===== src/rtl/core/mbd_pkg.sv =====
// ============================================================================
// mbd_pkg
// Shared types, sizes and helpers for the 2x2 box-filter mipmap reducer.
// ============================================================================
package mbd_pkg;

  localparam int unsigned MAX_WIDTH    = 4096;
  localparam int unsigned HEIGHT_LIMIT = 4096;
  localparam int unsigned LINE_DEPTH   = MAX_WIDTH / 2;
  localparam int unsigned LINE_AW      = $clog2(LINE_DEPTH);

  localparam int unsigned CFG_W  = 13;
  localparam int unsigned W_W    = $clog2(MAX_WIDTH + 1);
  localparam int unsigned COL_W  = $clog2(MAX_WIDTH);
  localparam int unsigned H_W    = $clog2(HEIGHT_LIMIT + 1);
  localparam int unsigned ROW_W  = $clog2(HEIGHT_LIMIT);

  localparam int unsigned CH_W   = 8;
  localparam int unsigned PAIR_W = CH_W + 1;
  localparam int unsigned QUAD_W = CH_W + 2;

  localparam int unsigned QUEUE_DEPTH = 4;
  localparam int unsigned QUEUE_AW    = $clog2(QUEUE_DEPTH);

  typedef enum logic [1:0] {
    CFG_SRC_WIDTH  = 2'd0,
    CFG_SRC_HEIGHT = 2'd1
  } cfg_reg_e;

  typedef enum logic {
    OP_STORE = 1'b0,
    OP_EMIT  = 1'b1
  } op_kind_e;

  typedef struct packed {
    logic [CH_W-1:0] in_red;
    logic [CH_W-1:0] in_green;
    logic [CH_W-1:0] in_blue;
    logic [CH_W-1:0] in_alpha;
  } pixel_t;

  typedef struct packed {
    logic [CH_W-1:0] out_red;
    logic [CH_W-1:0] out_green;
    logic [CH_W-1:0] out_blue;
    logic [CH_W-1:0] out_alpha;
    logic            frame_last;
  } mip_t;

  typedef struct packed {
    logic [PAIR_W-1:0] red;
    logic [PAIR_W-1:0] green;
    logic [PAIR_W-1:0] blue;
    logic [PAIR_W-1:0] alpha;
  } pair_t;

  typedef struct packed {
    op_kind_e           op;
    logic [LINE_AW-1:0] idx;
    pair_t              pair;
    logic               last;
  } q_entry_t;

  function automatic logic [W_W-1:0] clamp_width(input logic [CFG_W-1:0] v);
    logic [W_W-1:0] r;
    if (v == '0) begin
      r = W_W'(1);
    end else if (int'(v) > int'(MAX_WIDTH)) begin
      r = W_W'(MAX_WIDTH);
    end else begin
      r = W_W'(v);
    end
    return r;
  endfunction

  function automatic logic [H_W-1:0] clamp_height(input logic [CFG_W-1:0] v);
    logic [H_W-1:0] r;
    if (v == '0) begin
      r = H_W'(1);
    end else if (int'(v) > int'(HEIGHT_LIMIT)) begin
      r = H_W'(HEIGHT_LIMIT);
    end else begin
      r = H_W'(v);
    end
    return r;
  endfunction

endpackage


===== src/rtl/core/mbd_queue.sv =====
// ============================================================================
// mbd_queue
// Small register FIFO between the front and the back.
// ============================================================================
module mbd_queue (
  input  logic              clk_i,
  input  logic              rst_ni,
  input  logic              push_i,
  input  mbd_pkg::q_entry_t entry_i,
  output logic              full_o,
  output logic              valid_o,
  input  logic              pop_i,
  output mbd_pkg::q_entry_t entry_o
);

  mbd_pkg::q_entry_t            slot_q [mbd_pkg::QUEUE_DEPTH];
  logic [mbd_pkg::QUEUE_AW-1:0] wr_ptr_q, wr_ptr_d;
  logic [mbd_pkg::QUEUE_AW-1:0] rd_ptr_q, rd_ptr_d;
  logic [mbd_pkg::QUEUE_AW:0]   count_q, count_d;

  assign full_o  = (count_q == (mbd_pkg::QUEUE_AW+1)'(mbd_pkg::QUEUE_DEPTH));
  assign valid_o = (count_q != '0);
  assign entry_o = slot_q[rd_ptr_q];

  always_comb begin
    wr_ptr_d = push_i ? wr_ptr_q + mbd_pkg::QUEUE_AW'(1) : wr_ptr_q;
    rd_ptr_d = pop_i  ? rd_ptr_q + mbd_pkg::QUEUE_AW'(1) : rd_ptr_q;
    count_d  = count_q;
    if (push_i && !pop_i) begin
      count_d = count_q + (mbd_pkg::QUEUE_AW+1)'(1);
    end else if (!push_i && pop_i) begin
      count_d = count_q - (mbd_pkg::QUEUE_AW+1)'(1);
    end
  end

  always_ff @(posedge clk_i) begin
    if (push_i) begin
      slot_q[wr_ptr_q] <= entry_i;
    end
  end

  always_ff @(posedge clk_i or negedge rst_ni) begin
    if (!rst_ni) begin
      wr_ptr_q <= '0;
      rd_ptr_q <= '0;
      count_q  <= '0;
    end else begin
      wr_ptr_q <= wr_ptr_d;
      rd_ptr_q <= rd_ptr_d;
      count_q  <= count_d;
    end
  end

endmodule


===== config.mk =====
export PLATFORM = sky130hd
export DESIGN_NAME = mbd_queue
export DESIGN_NICKNAME = d
export VERILOG_FILES = /design/src/rtl/core/mbd_pkg.sv /design/src/rtl/core/mbd_queue.sv
export SDC_FILE = /design/constraint.sdc
export NUM_CORES = 1
export LEC_CHECK = 0
export BUFFER_PORTS_ARGS = -buffer_cell sky130_fd_sc_hd__buf_2
export CAP_MARGIN = 25
export CORE_MARGIN = 2
export CORE_UTILIZATION = 25
export DETAILED_ROUTE_END_ITERATION = 7
export HOLD_SLACK_MARGIN = 0.12
export PLACE_DENSITY_LB_ADDON = 0.3
export SLEW_MARGIN = 20
export SYNTH_ARGS = -nofsm -noshare
export SYNTH_HDL_FRONTEND = slang
export SYNTH_SLANG_ARGS = --single-unit

===== constraint.sdc =====
create_clock -name clk_i -period 4.9 [get_ports clk_i]
set_clock_uncertainty 0.15 [all_clocks]
set_input_delay 0.49 -clock clk_i [delete_from_list [all_inputs] [get_ports clk_i]]
set_output_delay 0.49 -clock clk_i [all_outputs]
set_load 0.01 [all_outputs]

After elaboration in Yosys (flattened, before gate mapping)
Memories as Yosys holds them, arrays and structs flattened.
Cells that the tools add are included.
{"block": "word_totals", "mem_count": 1, "mem_bits_rw": 196, "ff_bits": 7}
{"memory": "slot_q", "words": 4, "word_bits": 49, "read_ports": 1, "rd_ports_with_merged_regs": 0, "write_ports": 1, "line": "mbd_queue.sv:16", "text": "mbd_pkg::q_entry_t slot_q [mbd_pkg::QUEUE_DEPTH];"}
{"block": "classes", "mux": 4, "addsub": 4, "eq_ne": 1, "n_reduce_logical": 6}
{"cell": "3-bit 2-to-1 mux", "count": 2}
{"cell": "2-bit by 1-bit adder with 2-bit output (second input constant)", "count": 2}
{"cell": "3-bit by 1-bit adder with 3-bit output (second input constant)", "count": 1}
{"cell": "3-bit equality test (second input constant)", "count": 1}
{"cell": "3-bit nonzero test", "count": 1}
{"cell": "3-bit by 1-bit subtractor with 3-bit output (second input constant)", "count": 1}
{"cell": "1-bit logical AND", "count": 2}
{"cell": "1-bit zero test", "count": 2}
{"cell": "1-bit 2-to-1 mux", "count": 2}
{"cell": "2-bit nonzero test", "count": 1}

Logic depth before layout (Yosys ltp)
{"block": "logic_depth", "depth_word": 4, "depth_mapped": 7, "depth_no_buf": 7}

Least setup slack after synthesis
OpenSTA, ideal clock, no wires.
{"block": "synth_path", "path_kind": "flip-flop to flip-flop", "from": "reg wr_ptr_q[0] (netlist name)", "to": "mem slot_q[2][0] (netlist name) (enable)", "t_arrival_ns": 1.785, "stages_incl_launch_ff": 4, "setup_time_ns": 0.412, "setup_slack_ns": 2.553, "path_cell_list": "dfrtp_1 > inv_1 > ha_1 > and2_1"}
{"element": "from (decl)", "line": "mbd_queue.sv:17", "text": "logic [mbd_pkg::QUEUE_AW-1:0] wr_ptr_q, wr_ptr_d;"}
{"element": "from (signal assigned)", "line": "mbd_queue.sv:48", "text": "wr_ptr_q <= wr_ptr_d;"}
{"element": "to (decl)", "line": "mbd_queue.sv:16"}
No word-level cell before the write port.

==> run metrics <==
Post-synth EDFFs=roughly 200; critical path class=reg2out; library cells used by synthesis=20; flops & latches, synth=approximately 200; Core Region=0.0296 sq mm; clock sink total=slightly above 200; status=complete, no violations; initial antenna violation count=0; Worst-path clk slew=around 0.060 ns; Fill cells=~2900; WL final=~14000 microns; num ports=104; CTS tree=yes; Detailed Routing Iterations Pass 1=4; leading area contributor after synthesis=edfxtp_1; Worst Max-Slew Pin Slew=around 0.83 ns; Clock Latency Late Sink=roughly 0.5 ns; Cells after Synth=around 290; arrival time at the worst endpoint=around 2.4 ns; Post-synth top flop=edfxtp_1; Layout Nets=between 500 and 600; CTS root buf=clkbuf_16; CTS Buf Count=23; Final setup viols=0; RSZ-0062 raised after global routing=no; register area share after synthesis=0.805; multi-input logic area=0.00132 sq mm; Slew HR=0.446; count leader, synth=edfxtp_1; DR vias=roughly 3500; Sequential Area=about 0.006 sq mm; ANT cells=0; synth top area cells=edfxtp_1 78%, mux4_2 14%, dfrtp_1 2.3%; Leak=between 3 and 4 nW; CP max stage delay=0.84 ns; ANT nets after route=0; DR DRC count=0; synth cell count leaders=196 x edfxtp_1, 48 x mux4_2, 7 x dfrtp_1; Critical Path, Cell by Cell=buf_4 > mux4_2 > buf_2; first-pass GRT wire length=between 20000 and 25000 microns; GRT overflow=0; WL/cell=16.6 microns; drt first-iter violations=157; f_max=around 330 MHz; largest net degree at the start of global routing=50; synthesized area=between 0.007 and 0.008 sq mm; Die Ht=between 150 and 200 microns; Worst VDD drop=269 uV; DP Wirelength=between 8000 and 9000 microns; Yosys top cell area share=0.782; Max FO, Critical Path=26; gpl congestion=~0.64; Initial Utilization=0.254; Post-synth ARST share=0.0345; Max Cap Viol=0; GRT Total Usage=0.0917; yosys warns=0; Slowest cell on crit path=dfrtp_2; # rows=between 60 and 70; Slew Viols, Final=0; clock period minus worst slack=3.06 ns; final worst-path cycle share=0.624; share of cells above drive strength 1=0.401; total negative slack=0 ns; Crit. End Element=primary output; Worst setup SP type=register; power per standard cell area=about 570 mW/mm^2; Area Growth Syn to Fin=28.5%; Die ar.=roughly 0.032 sq mm; hold violation total from the final report=0; Mapped Nets=350; DR vias/cell=a little over 4; Setup Fix Bufs, Post-CTS=0; critical path required time=approximately 4.3 ns; hold slack=0.210 ns; Worst Hold Class=in2async; I/O Buffers=a little over 100; syn avg cell area=25.9 sq um; die width=roughly 180 microns; CTS max path bufs=3; vias in the first global route=slightly below 4000; H-tree depth=1
-- cell families after synthesis --
group,count (synthesis),share of synthesized area
compound gates,1,0.000664
xor+xnor,6,0.00698
fa+ha+maj,6,0.0110
buf+inv,16,0.0206
flops,203,0.805
mux,50,0.149
simple gates,9,0.00665
-- sequential cells by signal, summed over array words and instances, names as in the netlist --
signal and flops:
count_q 3, slot_q 196, wr_ptr_q 2, rd_ptr_q 2
-- per-layer routing --
metal	global-route usage	up-vias	wire [microns]
met3	0.0231	27	767
met2	0.164	85	7340
met1	0.108	1850	5870
met4	0.0280	0	373
met5	0	-	0
li1	-	1572	-
-- worst max-delay path: cells and delay by family, from the launching register on --
| kind | cells | cell delay [ns] |
|---|---|---|
| buffers and inverters | 2 | 0.67 |
| DFF | 1 | 0.84 |
| muxes | 1 | 0.41 |
-- final cells by class --
| class | instances | area share |
|---|---|---|
| tap | 390 | 0.0505 |
| inverter | 4 | 0.00155 |
| sequential | 203 | 0.628 |
| timing repair buffer | 157 | 0.111 |
| clock buffer | 27 | 0.0611 |
| multi-input combinational | 72 | 0.136 |
| clock inverter | 13 | 0.0120 |
-- per-stage QoR --
stage / instance area (sq um) / setup slack, ns / util / std cells / power [mW]
finish: 9670 / 1.84 / 0.326 / 866 / 5.52
global route: 9670 / 1.68 / 0.326 / 866 / 5.82
CTS: 9670 / 1.73 / 0.326 / 866 / 5.65
detailed placement: 8440 / 2.29 / 0.285 / 774 / 3.98
global placement: 8410 / 2.20 / 0.284 / 773 / 3.92
floorplan: 7520 / 2.55 / - / 291 / 3.46
-- cell usage in the layout, fill, tap and decap left out, drive strengths merged --
cell type    netlist  layout
nor2               1       1
dfrtp              7       7
mux4              49      49
clkinv             0      10
o21ai              1       1
edfxtp           196     196
ha                 5       5
fa                 1       1
bufinv             0       2
inv                4       5
xnor2              2       2
nor3b              1       1
clkbuf             1      27
mux2               1       1
buf               11     105
and2               4       4
xor2               4       4
dlygate4sd3        0      52
or3                1       1
nand2              2       2
-- repair_timing --
item / 4_1_cts / 5_1_grt
gates resized for setup: 0 / 0
hold endpoints to repair: 206 / 0
hold buffers: 52 / 0
-- final timing paths --
path	start	to	slack [ns]	cells after the start
setup / recovery	rd_ptr_q[1]	entry_o[41]	1.84	3
hold / removal	rst_ni	count_q[2]	0.21	2
setup reg to reg	wr_ptr_q[0]	slot_q[0][6]	2.97	3
hold reg to reg	count_q[2]	count_q[2]	0.35	1
max in group asynchronous	rst_ni	rd_ptr_q[0]	4.21	2
min in group clk_i	count_q[2]	count_q[2]	0.35	1
-- power breakdown --
group / total (mW) / leakage, nW / switching, mW / internal [mW]
clock network: 1.61 / 0.349 / 0.650 / 0.963
logic: 1.43 / 1.07 / 0.718 / 0.712
registers: 2.47 / 1.88 / 0.194 / 2.28
(Power assumes the default switching activity.)
