`src/rtl/core/mbd_pkg.sv`:
```
// ============================================================================
// mbd_pkg
// Shared types, sizes and helpers for the 2x2 box-filter mipmap reducer.
// ============================================================================
package mbd_pkg;

  localparam int unsigned MAX_WIDTH    = 4096;
  localparam int unsigned HEIGHT_LIMIT = 4096;
  localparam int unsigned LINE_DEPTH   = MAX_WIDTH / 2;
  localparam int unsigned LINE_AW      = $clog2(LINE_DEPTH);

  localparam int unsigned CFG_W  = 13;
  localparam int unsigned W_W    = $clog2(MAX_WIDTH + 1);
  localparam int unsigned COL_W  = $clog2(MAX_WIDTH);
  localparam int unsigned H_W    = $clog2(HEIGHT_LIMIT + 1);
  localparam int unsigned ROW_W  = $clog2(HEIGHT_LIMIT);

  localparam int unsigned CH_W   = 8;
  localparam int unsigned PAIR_W = CH_W + 1;
  localparam int unsigned QUAD_W = CH_W + 2;

  localparam int unsigned QUEUE_DEPTH = 4;
  localparam int unsigned QUEUE_AW    = $clog2(QUEUE_DEPTH);

  typedef enum logic [1:0] {
    CFG_SRC_WIDTH  = 2'd0,
    CFG_SRC_HEIGHT = 2'd1
  } cfg_reg_e;

  typedef enum logic {
    OP_STORE = 1'b0,
    OP_EMIT  = 1'b1
  } op_kind_e;

  typedef struct packed {
    logic [CH_W-1:0] in_red;
    logic [CH_W-1:0] in_green;
    logic [CH_W-1:0] in_blue;
    logic [CH_W-1:0] in_alpha;
  } pixel_t;

  typedef struct packed {
    logic [CH_W-1:0] out_red;
    logic [CH_W-1:0] out_green;
    logic [CH_W-1:0] out_blue;
    logic [CH_W-1:0] out_alpha;
    logic            frame_last;
  } mip_t;

  typedef struct packed {
    logic [PAIR_W-1:0] red;
    logic [PAIR_W-1:0] green;
    logic [PAIR_W-1:0] blue;
    logic [PAIR_W-1:0] alpha;
  } pair_t;

  typedef struct packed {
    op_kind_e           op;
    logic [LINE_AW-1:0] idx;
    pair_t              pair;
    logic               last;
  } q_entry_t;

  function automatic logic [W_W-1:0] clamp_width(input logic [CFG_W-1:0] v);
    logic [W_W-1:0] r;
    if (v == '0) begin
      r = W_W'(1);
    end else if (int'(v) > int'(MAX_WIDTH)) begin
      r = W_W'(MAX_WIDTH);
    end else begin
      r = W_W'(v);
    end
    return r;
  endfunction

  function automatic logic [H_W-1:0] clamp_height(input logic [CFG_W-1:0] v);
    logic [H_W-1:0] r;
    if (v == '0) begin
      r = H_W'(1);
    end else if (int'(v) > int'(HEIGHT_LIMIT)) begin
      r = H_W'(HEIGHT_LIMIT);
    end else begin
      r = H_W'(v);
    end
    return r;
  endfunction

endpackage

```
`src/rtl/core/mbd_front.sv`:
```
// ============================================================================
// mbd_front
// Frame position tracking, left pixel hold and horizontal pair sums; queues
// a store for even-row pairs and an emit for odd-row pairs.
// ============================================================================
module mbd_front (
  input  logic                      clk_i,
  input  logic                      rst_ni,
  input  logic                      cfg_we_i,
  input  logic [1:0]                cfg_index_i,
  input  logic [mbd_pkg::CFG_W-1:0] cfg_data_i,
  input  logic                      in_valid_i,
  output logic                      in_ready_o,
  input  mbd_pkg::pixel_t           in_pixel_i,
  input  logic                      q_full_i,
  output logic                      q_push_o,
  output mbd_pkg::q_entry_t         q_entry_o
);

  logic [mbd_pkg::W_W-1:0]   width_q, width_d;
  logic [mbd_pkg::H_W-1:0]   height_q, height_d;
  logic [mbd_pkg::COL_W-1:0] col_q, col_d;
  logic [mbd_pkg::ROW_W-1:0] row_q, row_d;
  mbd_pkg::pixel_t           left_q, left_d;

  logic                      accept;
  logic [mbd_pkg::W_W-1:0]   col_next;
  logic [mbd_pkg::H_W-1:0]   row_next;
  logic [mbd_pkg::W_W-1:0]   width_even;
  logic [mbd_pkg::H_W-1:0]   height_even;
  logic                      in_block;
  logic                      restart;

  assign in_ready_o  = !q_full_i;
  assign accept      = in_valid_i && in_ready_o;
  assign col_next    = mbd_pkg::W_W'(col_q) + mbd_pkg::W_W'(1);
  assign row_next    = mbd_pkg::H_W'(row_q) + mbd_pkg::H_W'(1);
  assign width_even  = {width_q[mbd_pkg::W_W-1:1], 1'b0};
  assign height_even = {height_q[mbd_pkg::H_W-1:1], 1'b0};
  assign in_block    = col_q[0] && (col_next <= width_even) && (row_next <= height_even);

  always_comb begin
    width_d  = width_q;
    height_d = height_q;
    restart  = 1'b0;
    if (cfg_we_i) begin
      case (mbd_pkg::cfg_reg_e'(cfg_index_i))
        mbd_pkg::CFG_SRC_WIDTH: begin
          width_d = mbd_pkg::clamp_width(cfg_data_i);
          restart = 1'b1;
        end
        mbd_pkg::CFG_SRC_HEIGHT: begin
          height_d = mbd_pkg::clamp_height(cfg_data_i);
          restart = 1'b1;
        end
        default: ;
      endcase
    end
  end

  always_comb begin
    col_d  = col_q;
    row_d  = row_q;
    left_d = left_q;
    if (restart) begin
      col_d = '0;
      row_d = '0;
    end else if (accept) begin
      if (!col_q[0]) begin
        left_d = in_pixel_i;
      end
      if (col_next >= width_q) begin
        col_d = '0;
        row_d = (row_next >= height_q) ? '0 : mbd_pkg::ROW_W'(row_next);
      end else begin
        col_d = mbd_pkg::COL_W'(col_next);
      end
    end
  end

  always_comb begin
    q_push_o             = accept && !restart && in_block;
    q_entry_o.op         = row_q[0] ? mbd_pkg::OP_EMIT : mbd_pkg::OP_STORE;
    q_entry_o.idx        = col_q[mbd_pkg::COL_W-1:1];
    q_entry_o.pair.red   = mbd_pkg::PAIR_W'(left_q.in_red)   + mbd_pkg::PAIR_W'(in_pixel_i.in_red);
    q_entry_o.pair.green = mbd_pkg::PAIR_W'(left_q.in_green) + mbd_pkg::PAIR_W'(in_pixel_i.in_green);
    q_entry_o.pair.blue  = mbd_pkg::PAIR_W'(left_q.in_blue)  + mbd_pkg::PAIR_W'(in_pixel_i.in_blue);
    q_entry_o.pair.alpha = mbd_pkg::PAIR_W'(left_q.in_alpha) + mbd_pkg::PAIR_W'(in_pixel_i.in_alpha);
    q_entry_o.last       = (col_next == width_even) && (row_next == height_even);
  end

  always_ff @(posedge clk_i or negedge rst_ni) begin
    if (!rst_ni) begin
      width_q  <= mbd_pkg::W_W'(mbd_pkg::MAX_WIDTH);
      height_q <= mbd_pkg::H_W'(mbd_pkg::HEIGHT_LIMIT);
      col_q    <= '0;
      row_q    <= '0;
      left_q   <= '0;
    end else begin
      width_q  <= width_d;
      height_q <= height_d;
      col_q    <= col_d;
      row_q    <= row_d;
      left_q   <= left_d;
    end
  end

endmodule

```
`config.mk`:
```
export PLATFORM = sky130hd
export DESIGN_NAME = mbd_front
export DESIGN_NICKNAME = d
export VERILOG_FILES = /design/src/rtl/core/mbd_pkg.sv /design/src/rtl/core/mbd_front.sv
export SDC_FILE = /design/constraint.sdc
export NUM_CORES = 1
export LEC_CHECK = 0
export ABC_AREA = 1
export BUFFER_PORTS_ARGS = -buffer_cell sky130_fd_sc_hd__buf_2
export CAP_MARGIN = 20
export CORE_ASPECT_RATIO = 0.6
export CORE_MARGIN = 2
export CORE_UTILIZATION = 49
export CTS_CLUSTER_SIZE = 12
export DETAILED_ROUTE_END_ITERATION = 8
export GPL_ROUTABILITY_DRIVEN = 0
export PLACE_DENSITY = 0.72
export SYNTH_ARGS = -nofsm -noshare
export SYNTH_HDL_FRONTEND = slang
export SYNTH_SLANG_ARGS = --single-unit
```
`constraint.sdc`:
```
create_clock -name clk_i -period 4.8 [get_ports clk_i]
set_input_delay 0.96 -clock clk_i [delete_from_list [all_inputs] [get_ports clk_i]]
set_output_delay 0.96 -clock clk_i [all_outputs]
set_load 0.02 [all_outputs]
```
**Word level (Yosys, flattened, before mapping)**

Index checks and enable logic that the tools add are counted.

- Flip-flop bits (word level): 82
- Input port bits: 52
- Output and inout port bits: 51
- Word-level logic and storage cells: 53

- Add/subtract/negate cells: 6
- Magnitude comparators: 5
- Equality and inequality tests: 3
- Multiplexer cells: 12
- Bitwise gates (word level): 2
- Reductions and logical operators: 17

Operators with widths:

| operator | number |
|---|---|
| 12-bit 2-to-1 mux | 7 |
| 8-bit by 8-bit adder with 9-bit output | 4 |
| 12-bit by 1-bit adder with 13-bit output, second input constant | 2 |
| 13-bit equality test | 2 |
| 13-bit greater-or-equal comparator | 2 |
| 13-bit <= comparator | 2 |
| 13-bit 2-to-1 mux | 2 |
| 13-bit greater-than comparator, second input constant | 1 |
| 13-bit logical NOT | 1 |
| 1-bit logical AND | 6 |
| 2-bit AND reduction | 3 |
| 2-bit nonzero test | 2 |
| 1-bit 2-to-1 mux | 3 |
| 3-bit AND reduction | 1 |
| 2-bit by 1-bit equality test with 1-bit output, second input constant | 1 |
| 1-bit logical NOT | 2 |
| 2-bit logical NOT | 1 |
| 1-bit inverter | 2 |
| 2-bit OR reduction | 1 |

**Logic depth before layout (Yosys ltp)**

Gate-level depths: netlist of the first run.

- Depth after elaboration: 7
- Gate-level depth with buffers: 18
- Gate-level depth less buffers: 16

**Least setup slack after synthesis of the first run**

OpenSTA, ideal clock, no wires.

- Path kind: flip-flop to output port
- From: register row_q[0] (netlist bit)
- To: output q_entry_o[0] (netlist bit)
- Data arrival time: 2487 ps
- Path slack: 1353 ps
- Stages on the path, launching flop included: 15
- Path buffers: 1
- Cells stage by stage: dfrtp_1 ha_1 buf_2 nand2_1 nor2_1 nand3_1 nand2_1 inv_1 ha_1 nand2_1 inv_1 nand2_1 nor2_2 nand2_1 nor4_1

RTL lines:

| item | RTL line | text |
|---|---|---|
| start: declaration | mbd_front.sv:23 | `logic [mbd_pkg::ROW_W-1:0] row_q, row_d;` |
| start signal: assignment | mbd_front.sv:103 | `row_q <= row_d;` |
| end: declaration | mbd_front.sv:17 | `output mbd_pkg::q_entry_t q_entry_o` |

**Final worst setup path of the first run**

- From: register col_q[0] (netlist bit)
- To: output q_push_o

- Cells in the longest elaborated chain, start to end: 5

Ends and longest elaborated chain:

| item | RTL line | text |
|---|---|---|
| start: declaration | mbd_front.sv:22 | `logic [mbd_pkg::COL_W-1:0] col_q, col_d;` |
| start signal: assignment | mbd_front.sv:102 | `col_q <= col_d;` |
| 12-bit by 1-bit adder with 13-bit output | mbd_front.sv:36 | `assign col_next = mbd_pkg::W_W'(col_q) + mbd_pkg::W_W'(1);` |
| 13-bit <= comparator | mbd_front.sv:40 | `assign in_block = col_q[0] && (col_next <= width_even) && (row_next <= height_even);` |
| 1-bit logical AND * (2 in series) | mbd_front.sv:40 |  |
| 1-bit logical AND * | mbd_front.sv:82 | `q_push_o = accept && !restart && in_block;` |
| end: declaration | mbd_front.sv:16 | `output logic q_push_o,` |

Mark *: on every way between the ends. The rest lies on a longest branch, timed or not.

==> results.py, run 1 <==
metrics = {
    "drt": {
        "drt_pass1_iterations": 6,
        "finalWirelength_um": 14200,
        "wire_per_inst_um": 13.86,
        "detail_route.drc_violations": 0,
        "drtAntennaViolNets": 0,
        "vias": 5214,
        "viasPerCell": 5.092,
        "drt_iter0_drc": 394,
    },
    "yosys": {
        "synth_warnings": 0,
        "mappedNetlistNets": 886,
        "synth_largest_type_area_fraction": 0.3267,
        "synth_area_um2": 6127,
        "synthCells": 767,
        "synthTopCellsByCount": "sky130_fd_sc_hd__nand2_1 (198), sky130_fd_sc_hd__inv_1 (113), sky130_fd_sc_hd__dfrtp_1 (80), sky130_fd_sc_hd__ha_1 (63), sky130_fd_sc_hd__nand3_1 (44)",
        "synth_seq_area_share": 0.3353,
        "yosys_register_bits": 82,
        "synth.area.top_cells": "sky130_fd_sc_hd__dfrtp_1 (33%), sky130_fd_sc_hd__ha_1 (13%), sky130_fd_sc_hd__nand2_1 (12%)",
        "synth_enable_flop_cells": 0,
        "synth_cell_types": 40,
        "syn_avg_cell_area_um2": 7.988,
        "post-synth-top-count-cell": "sky130_fd_sc_hd__nand2_1",
        "synth_top_flop_cell": "sky130_fd_sc_hd__dfrtp_1",
        "async_flop_share": 1.000,
        "cell_taking_the_most_area_after_synthesis": "sky130_fd_sc_hd__dfrtp_1",
    },
    "setup_path": {
        "worstSetupEndpointType": "output pin",
        "timing.rr.start": "row_q[0]",
        "path_class": "register to output pin",
        "cp.required_ns": 3.84,
        "setup.worst_path.start_class": "register",
        "worstPathMaxFanout": 7,
        "worstReg2RegEnd": "row_q[10]",
        "critical_path_arrival_ns": 3.04,
        "timing.reg2reg.setup_slack_ns": 1.79,
        "r2r.worst_path.cells": 13,
    },
    "floorplanning": {
        "top_level_ports": 103,
        "placementRows": 31,
        "dieArea_um2": 13440,
        "die_w_um": 148.4,
        "die-height_um": 90.62,
        "core_area_um2": 12140,
        "initial_core_util": 0.5047,
    },
    "grt": {
        "grt.total_usage": 0.2238,
        "grt_max_degree": 46,
        "globalRouteOverflowTotal": 0,
        "vias_in_the_first_global_route": 4815,
        "wire_length_of_the_first_global_routing_pass_um": 24140,
        "antenna_found_initial": 0,
    },
    "min_path": {
        "min_from": "height_q[4]",
        "hold-path-endpoint": "height_q[4]",
        "min_delay_path_depth": 2,
        "worstHoldPathType": "register to register",
    },
    "run": {
        "maxCapViolations": 0,
    },
    "cts": {
        "tritoncts_sink_count": 82,
        "post_cts_buffers": 0,
        "clk_pin_slew_worst_paths_ns": 0.06,
        "clk_root_buffer_cell": "sky130_fd_sc_hd__clkbuf_16",
        "cts_hold_buf": 0,
        "cts_buffers": 9,
        "clk_path_buf_depth": 2,
        "ctsResizeCount": 0,
        "tritoncts_clock_tree": "yes",
        "source_to_sink_clock_delay_at_the_later_pin_of_the_worst_skew_pair_ns": 0.34,
        "h-tree-depth": 3,
    },
    "cells_and_area": {
        "diodes": 0,
        "fin_nets": 973,
        "fin_util": 0.5759,
        "share_of_final_layout_standard_cells_stronger_than_drive_strength_1": 0.1967,
        "n_fill_cell": 1178,
        "post_synthesis_to_final_layout_area_growth_pct": 14.11,
    },
    "status": {
        "status": "completed",
    },
    "timing": {
        "fin_skew_ns": 0.006643,
        "post_layout_minimum_cycle_time_ns": 3.997,
        "fin_hold_ws_ns": 0.4918,
        "min_period_over_period": 0.8327,
        "worst_slew_margin_rel": 0.4672,
        "fin_setup_tns_ns": 0,
        "timing.fmax_mhz": 250.2,
        "finalSetupViolations": 0,
        "final_slew_violations": 0,
        "max_slew.worst_pin.slew_ns": 0.7972,
        "rsz0062_at_grt": "no",
        "hold_violations": 0,
    },
    "power_and_ir_drop": {
        "static-leakage-power_nw": 3.799,
        "irDropWorstVdd_mv": 0.4318,
        "cellPowerDensity_nw_per_um2": 570.6,
    },
    "place": {
        "numPortBuffers": 102,
        "detailed_place_hpwl_um": 11210,
    },
}
[routing by layer]
layer / track usage / vias to the layer above / share of wire
met5: 0 / - / 0
met4: 0.04444 / 0 / 0.0093
met3: 0.04293 / 14 / 0.072
met2: 0.2886 / 163 / 0.37
met1: 0.3758 / 2387 / 0.55
li1: - / 2650 / -
[worst max-delay path, stage by stage, from the launching register on]
cell	delay (ns)
sky130_fd_sc_hd__dfrtp_1	0.49
sky130_fd_sc_hd__ha_1	0.26
sky130_fd_sc_hd__nand4_1	0.19
sky130_fd_sc_hd__nor4_1	0.37
sky130_fd_sc_hd__ha_1	0.34
sky130_fd_sc_hd__nand2_2	0.11
sky130_fd_sc_hd__inv_1	0.05
sky130_fd_sc_hd__nand2_1	0.05
sky130_fd_sc_hd__nand2_1	0.05
sky130_fd_sc_hd__a21oi_2	0.22
sky130_fd_sc_hd__o21ai_0	0.13
sky130_fd_sc_hd__nand2_1	0.07
sky130_fd_sc_hd__nand3_1	0.09
sky130_fd_sc_hd__nor2_1	0.10
sky130_fd_sc_hd__buf_2	0.17
[per-stage QoR]
step                area (um2)  worst slack [ns]  power, mW  std cells
floorplan                 6127             1.353      2.628        767
global placement          6654             1.264      3.179       1008
detailed placement        6654             1.201      3.214       1008
CTS                       6992            0.8165      4.003       1024
global route              6992            0.4689      4.298       1024
finish                    6992            0.8031      3.990       1024
[layout by cell type, fill, tap and decap left out, types with 7 or more instances in the layout]
cell,synthesis,final
sky130_fd_sc_hd__nand4_1,16,16
sky130_fd_sc_hd__o21ai_0,25,25
sky130_fd_sc_hd__mux2_2,22,22
sky130_fd_sc_hd__inv_1,113,113
sky130_fd_sc_hd__dfrtp_1,80,80
sky130_fd_sc_hd__nand2_1,198,198
sky130_fd_sc_hd__nand3_1,44,44
sky130_fd_sc_hd__a21oi_1,40,40
sky130_fd_sc_hd__o21ai_1,8,8
sky130_fd_sc_hd__clkbuf_16,0,9
sky130_fd_sc_hd__buf_2,4,101
sky130_fd_sc_hd__o22ai_1,7,7
sky130_fd_sc_hd__xor2_1,19,19
sky130_fd_sc_hd__ha_1,63,63
sky130_fd_sc_hd__xnor2_1,14,14
sky130_fd_sc_hd__nor2_1,35,35
[registers in the layout, summed over array words and instances, names as in the netlist]
| signal | count |
|---|---|
| col_q | 12 |
| height_q | 13 |
| left_q | 32 |
| row_q | 12 |
| width_q | 13 |
[worst max-delay path by stage]
stage,cells after the start,slack (ns),to,from
after floorplan,14,1.35,q_entry_o[0],row_q[0]
after global placement,10,1.26,q_entry_o[7],in_pixel_i[0]
after detailed placement,14,1.20,q_push_o,col_q[0]
after CTS,14,0.82,q_push_o,col_q[0]
after global routing,12,0.47,q_push_o,col_q[0]
final,14,0.80,q_push_o,col_q[0]
[report_power, final]
group | switching [mW] | total (mW) | leakage [nW] | internal, mW
registers | 0.145 | 1.03 | 1.05 | 0.885
clock network | 0.286 | 0.773 | 0.162 | 0.487
logic | 1.36 | 2.19 | 2.59 | 0.828
total | 1.79 | 3.99 | 3.80 | 2.20
[cell type report]
class	instances	area [um2]	area share
tap	165	206.4	0.02953
inverter	115	431.7	0.06174
clock buffer	11	252.7	0.03615
timing repair buffer	103	520.5	0.07445
clock inverter	5	85.08	0.01217
sequential	82	2054	0.2938
multi-input combinational	543	3441	0.4921
[logic make-up (layout without fill, tap and decap cells)]
kind of cell             after synthesis  in the layout  share of synthesized area
adder cells (fa/ha/maj)               67             67                     0.1417
buffers and inverters                142            234                     0.1031
multiplexers                          28             28                    0.05146
AND/OR/NAND/NOR                      321            321                     0.2354
AO/OA/AOI/OAI                         93             93                    0.08311
XOR/XNOR                              34             34                    0.04983
flip-flops                            82             82                     0.3353
(Power assumes the default switching activity.)
==> inputs of run 2 (changes only) <==
--- a/config.mk
+++ b/config.mk
@@ -14,7 +14,7 @@
 export CTS_CLUSTER_SIZE = 12
 export DETAILED_ROUTE_END_ITERATION = 8
 export GPL_ROUTABILITY_DRIVEN = 0
-export PLACE_DENSITY = 0.72
+export PLACE_DENSITY = 0.75
 export SYNTH_ARGS = -nofsm -noshare
 export SYNTH_HDL_FRONTEND = slang
 export SYNTH_SLANG_ARGS = --single-unit
==> constraint.sdc (replaced) <==
create_clock -name clk_i -period 3.3 [get_ports clk_i]
set_input_delay 0.66 -clock clk_i [delete_from_list [all_inputs] [get_ports clk_i]]
set_output_delay 0.66 -clock clk_i [all_outputs]
set_load 0.02 [all_outputs]
==> run 2 against run 1 <==
  * The run now ends with setup timing left
  * Die area unchanged
  * Register-to-register slack got worse by 1.2 ns
  * Combinational power increased by 54%
  * Critical path depth increased by 1
  * Hold slack got worse by 0.24 ns
  * Sequential share of layout area decreased by 1.1 points
  * Clock power increased by 22%
  * Non-clock buffer count increased by 28
  * Flip-flop and latch count unchanged
  * Total power increased by 45%
  * Largest power group unchanged
==> results.py, run 2 (synthesis results as in run 1) <==
metrics = {
    "power_and_ir_drop": {
        "static-leakage-power_nw": 3.958,
        "irDropWorstVdd_mv": 0.5420,
        "cellPowerDensity_nw_per_um2": 793.0,
        "report.power.total_mw": 5.798,
    },
    "grt": {
        "wire_length_of_the_first_global_routing_pass_um": 24380,
        "antenna_found_initial": 0,
        "globalRouteOverflowTotal": 0,
        "grt_max_degree": 37,
        "vias_in_the_first_global_route": 4864,
        "grt.total_usage": 0.2270,
    },
    "timing": {
        "timing.fmax_mhz": 297.2,
        "finalSetupViolations": 2,
        "max_slew.worst_pin.slew_ns": 0.6230,
        "final_slew_violations": 0,
        "fin_setup_tns_ns": -0.1169,
        "post_layout_minimum_cycle_time_ns": 3.365,
        "rsz0062_at_grt": "yes",
        "fin_hold_ws_ns": 0.2498,
        "fin_ws_ns": -0.06475,
        "min_period_over_period": 1.020,
        "worst_slew_margin_rel": 0.5837,
        "fin_skew_ns": 0.009073,
        "hold_violations": 0,
    },
    "cells_and_area": {
        "share_of_final_layout_standard_cells_stronger_than_drive_strength_1": 0.2570,
        "post_synthesis_to_final_layout_area_growth_pct": 19.34,
        "largest_register": "left_q",
        "diodes": 0,
        "n_fill_cell": 1089,
        "most-common-layout-cells": "sky130_fd_sc_hd__nand2_1 (193), sky130_fd_sc_hd__inv_1 (113), sky130_fd_sc_hd__buf_2 (99)",
        "fin_util": 0.6023,
        "fin_nets": 1001,
        "layout_top_registers": "left_q: 32 flops, height_q: 13 flops, width_q: 13 flops",
        "finish.cell_count_without_fillers": 1052,
        "layout.cells.most_common": "sky130_fd_sc_hd__nand2_1",
        "max_ffs_per_register": 32,
        "finalInstanceArea_um2": 7312,
    },
    "setup_path": {
        "critPathSlowestCell": "sky130_fd_sc_hd__dfrtp_1",
        "cp.required_ns": 2.64,
        "crit_family": "simple AND/OR/NAND/NOR gates",
        "worstSetupEndpointType": "output pin",
        "worstPathMaxFanout": 5,
        "path_class": "register to output pin",
        "timing.rr.start": "row_q[4]",
        "path_cells": "nand2_2, nor2_4, nand4_4, nor4_4, buf_4, ha_1, nand2_1, nor2_2, inv_1, nor2_4, nand2_2, nor3_1, a21oi_1, nor2_1, buf_4",
        "worstPathBufferInverterCount": 3,
        "setup.worst_path.start_class": "register",
        "timing.critical_path.from": "row_q[4]",
        "crit_path_max_incr_delay_ns": 0.43,
        "critical_path_arrival_ns": 2.70,
    },
    "drt": {
        "drt_pass1_iterations": 5,
        "wire_per_inst_um": 14.08,
        "viasPerCell": 5.098,
        "drt_iter0_drc": 347,
        "finalWirelength_um": 14810,
        "detail_route.drc_violations": 0,
        "drtAntennaViolNets": 0,
        "vias": 5363,
    },
    "cts": {
        "source_to_sink_clock_delay_at_the_later_pin_of_the_worst_skew_pair_ns": 0.34,
        "h-tree-depth": 3,
        "cts_buffers": 9,
        "clk_path_buf_depth": 2,
        "clk_pin_slew_worst_paths_ns": 0.07,
        "tritoncts_sink_count": 82,
        "clk_root_buffer_cell": "sky130_fd_sc_hd__clkbuf_16",
        "tritoncts_clock_tree": "yes",
    },
    "floorplanning": {
        "placementRows": 31,
        "dieArea_um2": 13440,
        "die-height_um": 90.62,
        "die_w_um": 148.4,
        "initial_core_util": 0.5047,
        "top_level_ports": 103,
        "core_area_um2": 12140,
    },
    "run": {
        "maxCapViolations": 0,
    },
    "status": {
        "status": "finished, violations left",
        "violations_in_the_final_reports": "setup timing",
    },
    "place": {
        "placed_cell_area_um2": 6691,
        "placed_cells_incl_taps": 1013,
        "detailed_place_hpwl_um": 11320,
        "numPortBuffers": 102,
        "dp_slack_ns": 0.1481,
    },
    "min_path": {
        "worstHoldPathType": "input port to asynchronous set/reset pin",
    },
}
==> run 2: changes by cell type in the layout (fill, tap and decap cells not counted), moves of 4 or more <==
cell,previous run,this run
sky130_fd_sc_hd__nand2_2,2,7
sky130_fd_sc_hd__dfrtp_1,80,70
sky130_fd_sc_hd__nand2_1,198,193
sky130_fd_sc_hd__buf_4,2,31
sky130_fd_sc_hd__nor2_1,35,30
sky130_fd_sc_hd__dfrtp_2,0,10
sky130_fd_sc_hd__nor2_2,5,9
==> run 2: what timing repair did <==
action / 4_1_cts / 5_1_grt
pin swaps: 12 / 12
endpoints found under the setup margin: 2 / 2
gates resized for setup: 19 / 22
hold buffers: 0 / 0
buffers inserted: 12 / 11
==> run 2: final timing paths <==
path / slack [ns] / cells after the start / to
setup / recovery: -0.06 / 15 / q_push_o
max in group asynchronous: 2.30 / 2 / width_q[12]
hold reg to reg: 0.49 / 2 / width_q[5]
hold / removal: 0.25 / 1 / left_q[20]
setup reg to reg: 0.60 / 15 / row_q[7]
min in group clk_i: 0.49 / 2 / width_q[5]
==> run 2: power breakdown <==
part | switching [mW] | total, mW | leakage [nW] | internal (mW)
Clock | 0.411 | 0.941 | 0.134 | 0.530
Sequential | 0.195 | 1.49 | 1.03 | 1.29
Combinational | 2.07 | 3.37 | 2.79 | 1.30
Total | 2.67 | 5.80 | 3.96 | 3.12
==> run 2: final cells by class <==
class                      count  area (um2)  share of cell area
multi-input combinational    543        3586              0.4904
sequential                    82        2067              0.2827
inverter                     115       431.7             0.05903
tap                          165       206.4             0.02823
timing repair buffer         131       739.5              0.1011
clock buffer                  10       239.0             0.03268
clock inverter                 6       42.54            0.005818
==> run 2: per-layer routing <==
layer,vias to the layer above,wire (um),share of wire,track usage
li1,2716,-,-,-
met1,2444,7916,0.53,0.3739
met2,189,5637,0.38,0.2924
met3,14,1102,0.074,0.05606
met4,0,151,0.010,0.04603
met5,-,0,0,0
